--- config.mk ---
export PLATFORM = sky130hd
export DESIGN_NAME = sensor_log_statistics_top
export DESIGN_NICKNAME = d
export VERILOG_FILES = /design/src/rtl/core/sls_pkg.sv /design/src/rtl/core/sls_div.sv /design/src/rtl/core/sensor_log_statistics_top.sv
export SDC_FILE = /design/constraint.sdc
export NUM_CORES = 1
export LEC_CHECK = 0
export ABC_AREA = 0
export BUFFER_PORTS_ARGS = -buffer_cell sky130_fd_sc_hd__buf_2
export CAP_MARGIN = 0
export CORE_MARGIN = 2
export CORE_UTILIZATION = 50
export DETAILED_ROUTE_END_ITERATION = 8
export GPL_TIMING_DRIVEN = 0
export PLACE_DENSITY = 0.67
export SYNTH_ARGS = -nofsm -noshare
export SYNTH_HDL_FRONTEND = slang
export SYNTH_HIERARCHICAL = 1
export SYNTH_SLANG_ARGS = --single-unit
--- constraint.sdc ---
create_clock -name clk_i -period 11.4 [get_ports clk_i]
set_clock_uncertainty 0.15 [all_clocks]
set_input_delay 1.71 -clock clk_i [delete_from_list [all_inputs] [get_ports clk_i]]
set_output_delay 1.71 -clock clk_i [all_outputs]
set_load 0.02 [all_outputs]
--- src/rtl/core/sls_pkg.sv ---
// ----------------------------------------------------------------------------
// Sensor log statistics package
// Shared widths, reset levels, register indexes and divider status type.
// ----------------------------------------------------------------------------
package sls_pkg;

  localparam int unsigned COUNT_BITS_DEF = 16;
  localparam int unsigned SAMPLE_W       = 16;
  localparam int unsigned LEVEL_W        = 15;
  localparam int unsigned SUM_W          = 31;
  localparam int unsigned STEP_W         = $clog2(SUM_W);
  localparam int unsigned OUT_CNT_W      = 16;
  localparam int unsigned CFG_IDX_W      = 2;

  localparam logic [LEVEL_W-1:0] WARNING_RST  = LEVEL_W'(480);
  localparam logic [LEVEL_W-1:0] CRITICAL_RST = LEVEL_W'(720);
  localparam logic [LEVEL_W-1:0] SHUTDOWN_RST = LEVEL_W'(960);

  typedef enum logic [CFG_IDX_W-1:0] {
    REG_WARNING  = 2'd0,
    REG_CRITICAL = 2'd1,
    REG_SHUTDOWN = 2'd2
  } cfg_reg_e;

  typedef struct packed {
    logic busy;
    logic done;
  } div_status_t;

endpackage

--- src/rtl/core/sls_div.sv ---
// ----------------------------------------------------------------------------
// Serial divider
// Restoring divider, one quotient bit per cycle, for the closing mean.
// ----------------------------------------------------------------------------
module sls_div
  import sls_pkg::*;
#(
  parameter int unsigned COUNT_BITS = COUNT_BITS_DEF
) (
  input  logic                  clk_i,
  input  logic                  rst_ni,
  input  logic                  start_i,
  input  logic [SUM_W-1:0]      dividend_i,
  input  logic [COUNT_BITS-1:0] divisor_i,
  output div_status_t           status_o,
  output logic [SUM_W-1:0]      quotient_o
);

  logic [SUM_W-1:0]      quo_q;
  logic [COUNT_BITS-1:0] rem_q;
  logic [COUNT_BITS-1:0] divisor_q;
  logic [STEP_W-1:0]     step_q;
  logic                  busy_q;
  logic                  done_q;

  logic [COUNT_BITS:0]   trial;
  logic                  ge;
  logic [COUNT_BITS:0]   diff;

  assign trial = {rem_q, quo_q[SUM_W-1]};
  assign ge    = trial >= {1'b0, divisor_q};
  assign diff  = trial - {1'b0, divisor_q};

  always_ff @(posedge clk_i or negedge rst_ni) begin
    if (!rst_ni) begin
      busy_q <= 1'b0;
      done_q <= 1'b0;
      step_q <= '0;
    end else begin
      done_q <= busy_q && (step_q == '0);
      if (start_i) begin
        busy_q <= 1'b1;
        step_q <= STEP_W'(SUM_W - 1);
      end else if (busy_q) begin
        step_q <= step_q - 1'b1;
        if (step_q == '0) begin
          busy_q <= 1'b0;
        end
      end
    end
  end

  always_ff @(posedge clk_i) begin
    if (start_i) begin
      quo_q     <= dividend_i;
      rem_q     <= '0;
      divisor_q <= divisor_i;
    end else if (busy_q) begin
      quo_q <= {quo_q[SUM_W-2:0], ge};
      rem_q <= ge ? diff[COUNT_BITS-1:0] : trial[COUNT_BITS-1:0];
    end
  end

  assign status_o.busy = busy_q;
  assign status_o.done = done_q;
  assign quotient_o    = quo_q;

endmodule

--- src/rtl/core/sensor_log_statistics_top.sv ---
// ----------------------------------------------------------------------------
// Sensor log statistics
// Running count, min, max, sum, band counters and first-critical index over
// a log of samples; one summary transaction with the mean per log.
//
//   channel   direction  handshake                  payload
//   cfg       in         cfg_valid_i / cfg_ready_o  cfg_index_i, cfg_data_i
//   in        in         in_valid_i / in_ready_o    sample_i, last_i
//   out       out        out_valid_o / out_ready_i  summary fields
//
// A sample without last leaves the block ready for the next one. A last sample
// passes through the serial divider (one quotient bit per cycle) and the finish
// state when the log holds positive samples, and goes straight to finish otherwise.
// Reset restores the level registers and clears all accumulators.
// The summary waits in the output register while out_ready_i is low; new
// samples are still taken then, and the next summary holds until it drains.
// ----------------------------------------------------------------------------
module sensor_log_statistics_top
  import sls_pkg::*;
#(
  parameter int unsigned COUNT_BITS = COUNT_BITS_DEF
) (
  input  logic                 clk_i,
  input  logic                 rst_ni,
  input  logic                 cfg_valid_i,
  output logic                 cfg_ready_o,
  input  logic [CFG_IDX_W-1:0] cfg_index_i,
  input  logic [LEVEL_W-1:0]   cfg_data_i,
  input  logic                 in_valid_i,
  output logic                 in_ready_o,
  input  logic [SAMPLE_W-1:0]  sample_i,
  input  logic                 last_i,
  output logic                 out_valid_o,
  input  logic                 out_ready_i,
  output logic [OUT_CNT_W-1:0] valid_count_o,
  output logic [OUT_CNT_W-1:0] skipped_count_o,
  output logic [LEVEL_W-1:0]   min_value_o,
  output logic [LEVEL_W-1:0]   max_value_o,
  output logic [LEVEL_W-1:0]   mean_value_o,
  output logic [OUT_CNT_W-1:0] first_critical_index_o,
  output logic [OUT_CNT_W-1:0] normal_count_o,
  output logic [OUT_CNT_W-1:0] warning_count_o,
  output logic [OUT_CNT_W-1:0] critical_count_o,
  output logic [OUT_CNT_W-1:0] shutdown_count_o,
  output logic                 none_valid_o
);

  localparam logic [1:0] ST_IDLE = 2'd0;
  localparam logic [1:0] ST_DIV  = 2'd1;
  localparam logic [1:0] ST_FIN  = 2'd2;

  function automatic logic [COUNT_BITS-1:0] sat_inc(input logic [COUNT_BITS-1:0] v);
    sat_inc = (v == '1) ? v : v + 1'b1;
  endfunction

  logic [1:0]            state_q, state_d;
  logic [LEVEL_W-1:0]    warn_q, crit_q, shut_q;
  logic [COUNT_BITS-1:0] cnt_valid_q, cnt_valid_d;
  logic [COUNT_BITS-1:0] cnt_skip_q, cnt_skip_d;
  logic [LEVEL_W-1:0]    min_q, min_d;
  logic [LEVEL_W-1:0]    max_q, max_d;
  logic [SUM_W-1:0]      sum_q, sum_d;
  logic [COUNT_BITS-1:0] hot_q, hot_d;
  logic [COUNT_BITS-1:0] band_q [4];
  logic [COUNT_BITS-1:0] band_d [4];
  logic                  div_start_q;
  logic                  out_valid_q;

  logic                  in_fire;
  logic                  positive;
  logic [LEVEL_W-1:0]    s;
  logic [SUM_W:0]        sum_ext;
  logic [3:0]            band_sel;
  logic                  out_free;
  logic                  none;
  logic [SUM_W-1:0]      quotient;
  logic [LEVEL_W-1:0]    mean;
  div_status_t           div_stat;

  assign cfg_ready_o = 1'b1;
  assign in_ready_o  = (state_q == ST_IDLE);
  assign in_fire     = in_valid_i && in_ready_o;
  assign out_free    = !out_valid_q || out_ready_i;

  assign positive = (sample_i != '0) && !sample_i[SAMPLE_W-1];
  assign s        = sample_i[LEVEL_W-1:0];
  assign sum_ext  = {1'b0, sum_q} + (SUM_W+1)'(s);

  always_comb begin
    band_sel = 4'b0000;
    if (s < warn_q) begin
      band_sel[0] = 1'b1;
    end else if (s < crit_q) begin
      band_sel[1] = 1'b1;
    end else if (s < shut_q) begin
      band_sel[2] = 1'b1;
    end else begin
      band_sel[3] = 1'b1;
    end
  end

  always_comb begin
    cnt_valid_d = cnt_valid_q;
    cnt_skip_d  = cnt_skip_q;
    min_d       = min_q;
    max_d       = max_q;
    sum_d       = sum_q;
    hot_d       = hot_q;
    for (int b = 0; b < 4; b++) begin
      band_d[b] = band_q[b];
    end
    if (positive) begin
      cnt_valid_d = sat_inc(cnt_valid_q);
      if (s < min_q) begin
        min_d = s;
      end
      if (s > max_q) begin
        max_d = s;
      end
      sum_d = sum_ext[SUM_W] ? '1 : sum_ext[SUM_W-1:0];
      if ((hot_q == '0) && (s > crit_q)) begin
        hot_d = cnt_valid_d;
      end
      for (int b = 0; b < 4; b++) begin
        if (band_sel[b]) begin
          band_d[b] = sat_inc(band_q[b]);
        end
      end
    end else begin
      cnt_skip_d = sat_inc(cnt_skip_q);
    end
  end

  assign none = (cnt_valid_q == '0);
  assign mean = none ? '0 :
                (quotient[SUM_W-1:LEVEL_W] != '0) ? '1 : quotient[LEVEL_W-1:0];

  always_comb begin
    state_d = state_q;
    case (state_q)
      ST_IDLE: begin
        if (in_fire && last_i) begin
          state_d = (cnt_valid_d == '0) ? ST_FIN : ST_DIV;
        end
      end
      ST_DIV: begin
        if (div_stat.done) begin
          state_d = ST_FIN;
        end
      end
      ST_FIN: begin
        if (out_free) begin
          state_d = ST_IDLE;
        end
      end
      default: state_d = ST_IDLE;
    endcase
  end

  always_ff @(posedge clk_i or negedge rst_ni) begin
    if (!rst_ni) begin
      warn_q <= WARNING_RST;
      crit_q <= CRITICAL_RST;
      shut_q <= SHUTDOWN_RST;
    end else if (cfg_valid_i && cfg_ready_o) begin
      case (cfg_index_i)
        REG_WARNING:  warn_q <= cfg_data_i;
        REG_CRITICAL: crit_q <= cfg_data_i;
        REG_SHUTDOWN: shut_q <= cfg_data_i;
        default: ;
      endcase
    end
  end

  always_ff @(posedge clk_i or negedge rst_ni) begin
    if (!rst_ni) begin
      state_q     <= ST_IDLE;
      div_start_q <= 1'b0;
      out_valid_q <= 1'b0;
      cnt_valid_q <= '0;
      cnt_skip_q  <= '0;
      min_q       <= '1;
      max_q       <= '0;
      sum_q       <= '0;
      hot_q       <= '0;
      for (int b = 0; b < 4; b++) begin
        band_q[b] <= '0;
      end
    end else begin
      state_q     <= state_d;
      div_start_q <= (state_q == ST_IDLE) && (state_d == ST_DIV);
      if ((state_q == ST_FIN) && out_free) begin
        out_valid_q <= 1'b1;
      end else if (out_valid_q && out_ready_i) begin
        out_valid_q <= 1'b0;
      end
      if (in_fire) begin
        cnt_valid_q <= cnt_valid_d;
        cnt_skip_q  <= cnt_skip_d;
        min_q       <= min_d;
        max_q       <= max_d;
        sum_q       <= sum_d;
        hot_q       <= hot_d;
        for (int b = 0; b < 4; b++) begin
          band_q[b] <= band_d[b];
        end
      end else if ((state_q == ST_FIN) && out_free) begin
        cnt_valid_q <= '0;
        cnt_skip_q  <= '0;
        min_q       <= '1;
        max_q       <= '0;
        sum_q       <= '0;
        hot_q       <= '0;
        for (int b = 0; b < 4; b++) begin
          band_q[b] <= '0;
        end
      end
    end
  end

  always_ff @(posedge clk_i) begin
    if ((state_q == ST_FIN) && out_free) begin
      valid_count_o          <= OUT_CNT_W'(cnt_valid_q);
      skipped_count_o        <= OUT_CNT_W'(cnt_skip_q);
      min_value_o            <= none ? '0 : min_q;
      max_value_o            <= none ? '0 : max_q;
      mean_value_o           <= mean;
      first_critical_index_o <= OUT_CNT_W'(hot_q);
      normal_count_o         <= OUT_CNT_W'(band_q[0]);
      warning_count_o        <= OUT_CNT_W'(band_q[1]);
      critical_count_o       <= OUT_CNT_W'(band_q[2]);
      shutdown_count_o       <= OUT_CNT_W'(band_q[3]);
      none_valid_o           <= none;
    end
  end

  assign out_valid_o = out_valid_q;

  sls_div #(
    .COUNT_BITS(COUNT_BITS)
  ) u_div (
    .clk_i      (clk_i),
    .rst_ni     (rst_ni),
    .start_i    (div_start_q),
    .dividend_i (sum_q),
    .divisor_i  (cnt_valid_q),
    .status_o   (div_stat),
    .quotient_o (quotient)
  );

  a_last_blocks: assert property (@(posedge clk_i) disable iff (!rst_ni)
    (in_valid_i && in_ready_o && last_i) |=> !in_ready_o)
    else $error("input taken right after a closing sample");

  a_div_owned: assert property (@(posedge clk_i) disable iff (!rst_ni)
    (div_stat.busy || div_stat.done) |-> (state_q == ST_DIV))
    else $error("divider active outside the divide phase");

  a_empty_zero: assert property (@(posedge clk_i) disable iff (!rst_ni)
    (out_valid_o && none_valid_o) |->
      (mean_value_o == '0 && min_value_o == '0 && max_value_o == '0))
    else $error("empty log summary carries nonzero statistics");

  a_min_max: assert property (@(posedge clk_i) disable iff (!rst_ni)
    (out_valid_o && !none_valid_o) |-> (min_value_o <= max_value_o))
    else $error("summary minimum above maximum");

endmodule

==> impl_results.md, run 1 <==
- Outcome: finished clean
- Full die area: 46200 um^2
- GR Util All Layers: 24.3%
- Post-DP Area: 24100 um^2
- Nets: 2426
- Die Span Y: 215 um
- Root buffer cell: clkbuf_16
- DR vias: 16.6k
- Clock sink count: 450
- F_max: 222 MHz
- Drc violations: 0
- GRT overflow: 0
- Fillers: 3745
- DR vias/cell: 5.70
- Slowest-stage cell, CP: a41oi_2
- Setup_tns: 0 ps
- Lkg Pwr: 0.0114 uW
- Power density over cell area: 220 nW/um^2
- Vias in the first global route: 16.5k
- Largest net degree at the start of global routing: 99
- Cells after Synth: 2019
- MaxCap Viol Count: 0
- Crit path capture type: flip-flop
- Yosys synthesis warning count: 6
- CTS resizes: 0
- Final Max Slew Viols: 0
- Crit path cell chain: buf_2, nor3_1, a41oi_2, nand2_1, nand2_1, o21a_1, clkbuf_1, o22a_1
- Num CTS Buffers: 48
- CTS clk-pin slew, worst paths: 60 ps
- Fraction of layout cells with a size suffix above 1: 19.2%
- DR pass1 iterations: 5
- Reg2Reg Depth: 8
- Worst path required time: 11780 ps
- Final worst path period need: 4500 ps
- Dpl hpwl: 40800 um
- Worst hold path depth: 0
- Final Power: 5670 uW
- Clk Latency, worst-skew pair: 590 ps
- # port buffers: 198
- Htree depth: 2
- Crit start category: primary input
- Avg Inst Size Synth: 11.0 um^2
- Worst Hold Class: reg -> reg
- Initial core utilization: 50.4%
- Worst-path fanout max: 10
- Crit path DAT: 4890 ps
- Crit share post-route: 39.5%
- Post-route ant nets: 0
- Final-report hold violation count: 0
- Number of cells on the critical path: 8
- CP delay by family, top: compound AO/OA/AOI/OAI gates
- CTS tree: built
- Routed Wire Length: 56600 um
- CP Buf/Inv Count: 2
- Fin area: 25800 um^2
- Syn Std Cell Area: 22300 um^2
- Initial antenna violation count: 2
- Global-route wire length before repair: 88800 um
- Hold Buf Count CTS: 0
- Worst Tran Pin Value: 985 ps
- Normalized max-slew margin: 33.9%
- Crit-path max cell delay: 740 ps
- Core region area: 44100 um^2
- Routability cong.: 0.902
- VDD IR max: 131 uV
- Post-CTS setup buffer count: 0
- CTS Buffer Depth: 3
- DIE WIDTH: 215 um
- Final Setup Violations: 0
- Drt initial violations: 1155
- RSZ-0062 raised after global routing: no
- Synth Net Count: 2172
- IO Pins: 200
- Site row count: 77
- CP most frequent cell: nand2_1
- Routed len/inst: 19.5 um
- Critical path class: in -> reg
- P&R area growth vs syn: 16.0%
==> registers in the layout, indices dropped and copies added (netlist names), 5 cells and up <==
name                    flops
crit_q                     15
u_div/quotient_o           31
cnt_valid_q                16
min_value_o                15
shut_q                     15
max_value_o                15
warning_count_o            16
mean_value_o               15
hot_q                      16
sum_q                      31
u_div/step_q                5
skipped_count_o            16
shutdown_count_o           16
warn_q                     15
cnt_skip_q                 16
u_div/rem_q                16
valid_count_o              16
band_q                     64
normal_count_o             16
u_div/divisor_q            16
max_q                      15
critical_count_o           16
min_q                      15
first_critical_index_o     16
==> layout make-up <==
cell class	count	area, um^2	share of cell area [%]
Clock inverter	16	194	0.751
Clock buffer	74	1460	5.67
Sequential cell	450	12200	47.4
Tap cell	592	741	2.87
Antenna cell	2	5.00	0.0194
Inverter	130	488	1.89
Timing Repair Buffer	204	1140	4.43
Multi-Input combinational cell	1357	9160	35.5
Buffer	82	373	1.44
==> power by group <==
| part | total, uW | internal [uW] | switching [uW] | leakage [uW] |
|---|---|---|---|---|
| sequential | 2290 | 2080 | 208 | 0.00510 |
| clock | 1620 | 976 | 642 | 0.000817 |
| combinational | 1760 | 702 | 1060 | 0.00547 |
| total | 5670 | 3760 | 1910 | 0.0114 |
==> routing by layer <==
layer,GRT usage (%),wire length (um),vias to the layer above
met1,32.4,24500,8125
met5,0,0,-
met2,39.5,26600,484
met4,9.72,2170,0
met3,4.52,3270,128
li1,-,-,7833
==> metrics by stage <==
stage	setup WS, ps	utilization (%)	cells	hold WS, ps
6_report	6900	58.5	2907	327
5_1_grt	6820	58.5	2905	348
4_1_cts	7040	58.5	2905	330
3_5_place_dp	6430	54.7	2815	316
3_3_place_gp	1180	54.4	2809	316
2_1_floorplan	3870	-	2019	287
==> cells in the final DEF (no fill, tap or decap), drive strengths merged, types with 27 or more instances in the layout <==
cell type	count
mux2i	38
o21ai	104
ha	112
dfstp	27
nor4	28
dfrtp	202
edfxtp	205
and3	37
nand2	171
xnor2	43
a21oi	99
xor2	36
buf	236
clkbuf	124
nor3	39
nand3	73
inv	128
mux2	63
nor2	194
nand4	50
==> worst paths after layout <==
| check | endpoint | slack [ps] | startpoint |
|---|---|---|---|
| hold / removal | first_critical_index_o[11]$_DFFE_PP_ | 330 | hot_q[11]$_DFFE_PN0P_ |
| hold reg to reg | first_critical_index_o[11]$_DFFE_PP_ | 330 | hot_q[11]$_DFFE_PN0P_ |
| setup / recovery | min_q[7]$_DFFE_PN1P_ | 6900 | sample_i[11] |
| min in group asynchronous | band_q[41]$_DFFE_PN0P_ | 900 | rst_ni |
| setup reg to reg | cnt_valid_q[11]$_DFFE_PN0P_ | 7760 | state_q[1]$_DFF_PN0_ |
| max in group asynchronous | cnt_valid_q[5]$_DFFE_PN0P_ | 9290 | rst_ni |
Note: power is estimated with default switching activity, not from simulation.
==> inputs of run 2 (changes only) <==
- clock period: 11.4 -> 4.28 ns (I/O delays scaled with it)
==> impl_results.md, run 2 (synthesis gave the netlist of run 1 again) <==
- IO Pins: 200 (unchanged)
- Fraction of layout cells with a size suffix above 1: 19.3% (+0.13 points)
- Reg2reg start: state_q[1]$_DFF_PN0_
- DR pass1 iterations: 6 (+1)
- Core region area: 44100 um^2 (unchanged)
- Critical path class: reg -> reg
- Final Setup Violations: 0 (unchanged)
- Vias in the first global route: 16.5k (-0.14%)
- Root buffer cell: clkbuf_16
- Dpl hpwl: 40600 um (-0.55%)
- Worst Hold Class: in -> reg
- CTS resizes: 0 (unchanged)
- Commonest non-fill, non-tap cell in the layout: buf_2
- Clk Latency, worst-skew pair: 590 ps (about the same)
- Normalized max-slew margin: 35.0% (+1.1 points)
- Site row count: 77 (unchanged)
- Initial core utilization: 50.4% (unchanged)
- Initial antenna violation count: 1 (-1)
- Largest Register: band_q
- Die Span Y: 215 um (unchanged)
- GR Util All Layers: 24.7% (+0.39 points)
- F_max: 266 MHz
- Num CTS Buffers: 49 (+2.1%)
- CTS clk-pin slew, worst paths: 60 ps (about the same)
- Drt initial violations: 1156 (+0.087%)
- Worst-path fanout max: 10 (unchanged)
- CTS Buffer Depth: 3 (unchanged)
- Htree depth: 2 (unchanged)
- DIE WIDTH: 215 um (unchanged)
- Crit-path max cell delay: 590 ps (-150 ps)
- Final-report hold violation count: 0 (unchanged)
- Post-route ant nets: 0 (unchanged)
- Commonest non-fill, non-tap cells in the layout: buf_2 (218), edfxtp_1 (205), dfrtp_1 (202)
- Worst Tran Pin Value: 969 ps (-16.8 ps)
- Crit path cell chain: nor2_1, nand2_1, nor2_1, buf_2, buf_1, clkbuf_1, o21ai_0, nand2_1
- Min-delay src: cfg_data_i[11]
- Crit start category: flip-flop
- Routed Wire Length: 56900 um (+0.62%)
- Crit path capture type: flip-flop
- Post-DP Area: 24100 um^2 (-0.21%)
- Largest register FFs: 64 (unchanged)
- RSZ-0062 raised after global routing: no
- DR vias: 16.6k (+0.43%)
- Crit path DAT: 4130 ps (-760 ps)
- Nets: 2425 (-0.041%)
- Clock sink count: 450 (unchanged)
- Routability cong.: 0.885 (-1.9%)
- VDD IR max: 340 uV (+160%)
- MaxCap Viol Count: 0 (unchanged)
- Diode count: 0 (-2)
- Final worst path period need: 3760 ps
- Placed Instances: 2812 (-0.11%)
- Fillers: 3758 (+0.35%)
- Worst path required time: 4650 ps (-7130 ps)
- Final Max Slew Viols: 0 (unchanged)
- Largest net degree at the start of global routing: 106 (+7.1%)
- Drc violations: 0 (unchanged)
- DR vias/cell: 5.73 (+0.50%)
- Power density over cell area: 586 nW/um^2 (+170%)
- Fin area: 25800 um^2 (-0.20%)
- Slowest-stage cell, CP: nor2_1
- Outcome: finished clean
- Global-route wire length before repair: 90500 um (+1.9%)
- # port buffers: 198 (unchanged)
- GRT overflow: 0 (unchanged)
- Routed len/inst: 19.6 um (+0.69%)
- P&R area growth vs syn: 15.7%
- Full die area: 46200 um^2 (unchanged)
- WHS: 145 ps (-182 ps)
- Crit share post-route: 87.8%
- Lkg Pwr: 0.0114 uW (-0.38%)
- CTS tree: built
- Worst Setup SP: state_q[1]$_DFF_PN0_
- Post-CTS setup buffer count: 0 (unchanged)
- Finished Layout Cells: 2905 (-0.069%)
run 2: cell count changes in the layout (fill, tap and decap cells not counted), sizes merged:
cell	delta
buf	-3
inv	+2
diode	-2
clkbuf	-7
dlygate4sd3	+1
clkinvlp	+7
run 2: final cells by class:
| cell class | instances | area (um^2) | area share (%) |
|---|---|---|---|
| clock inverter | 25 | 267 | 1.03 |
| multi-input combinational | 1357 | 9160 | 35.6 |
| timing repair buffer | 202 | 1090 | 4.25 |
| inverter | 130 | 488 | 1.89 |
| tap | 592 | 741 | 2.88 |
| buffer | 82 | 383 | 1.49 |
| clock buffer | 67 | 1390 | 5.38 |
| sequential | 450 | 12200 | 47.5 |
run 2: through the flow:
| stage | worst slack (ps) | power (uW) | TNS, ps | util (%) |
|---|---|---|---|---|
| finish | 523 | 15100 | 0 | 58.4 |
| global route | 359 | 16000 | 0 | 58.4 |
| global placement | -1850 | 10600 | -615300 | 54.4 |
| CTS | 549 | 15100 | 0 | 58.4 |
| detailed placement | 262 | 10800 | 0 | 54.6 |
| floorplan | 124 | 9400 | 0 | - |
run 2: path summary, 6_finish.rpt:
path / to / slack (ps) / cells past startpoint
min reg2reg: valid_count_o[11]$_DFFE_PP_ / 320 / 0
min in group asynchronous: band_q[41]$_DFFE_PN0P_ / 370 / 2
max: sum_q[0]$_DFFE_PN0P_ / 520 / 8
min: warn_q[11]$_DFFE_PN0P_ / 140 / 3
max in group asynchronous: cnt_valid_q[9]$_DFFE_PN0P_ / 2760 / 3
max reg2reg: sum_q[0]$_DFFE_PN0P_ / 520 / 8
run 2: metal layers:
metal | part of all wire (%) | global-route usage [%]
met1 | 44 | 33.0
met2 | 48 | 41.0
met3 | 5.2 | 3.72
met4 | 3.4 | 9.43
met5 | 0.028 | 0
run 2: what timing repair did:
action / in CTS / in global routing
hold endpoints to repair: 37 / 0
endpoints found under the setup margin: 0 / 0
hold buffers: 1 / 0
run 2: power breakdown:
part	internal (uW)	leakage (uW)	switching [uW]
sequential	5550	0.00510	545
clock	2520	0.000793	1750
combinational	1860	0.00546	2860
run 2: worst max-delay path: cells and delay by family (launching register included):
kind | cells | cell delay (ps)
buf+inv | 3 | 1530
flops | 1 | 380
compound gates | 1 | 190
simple gates | 4 | 1420
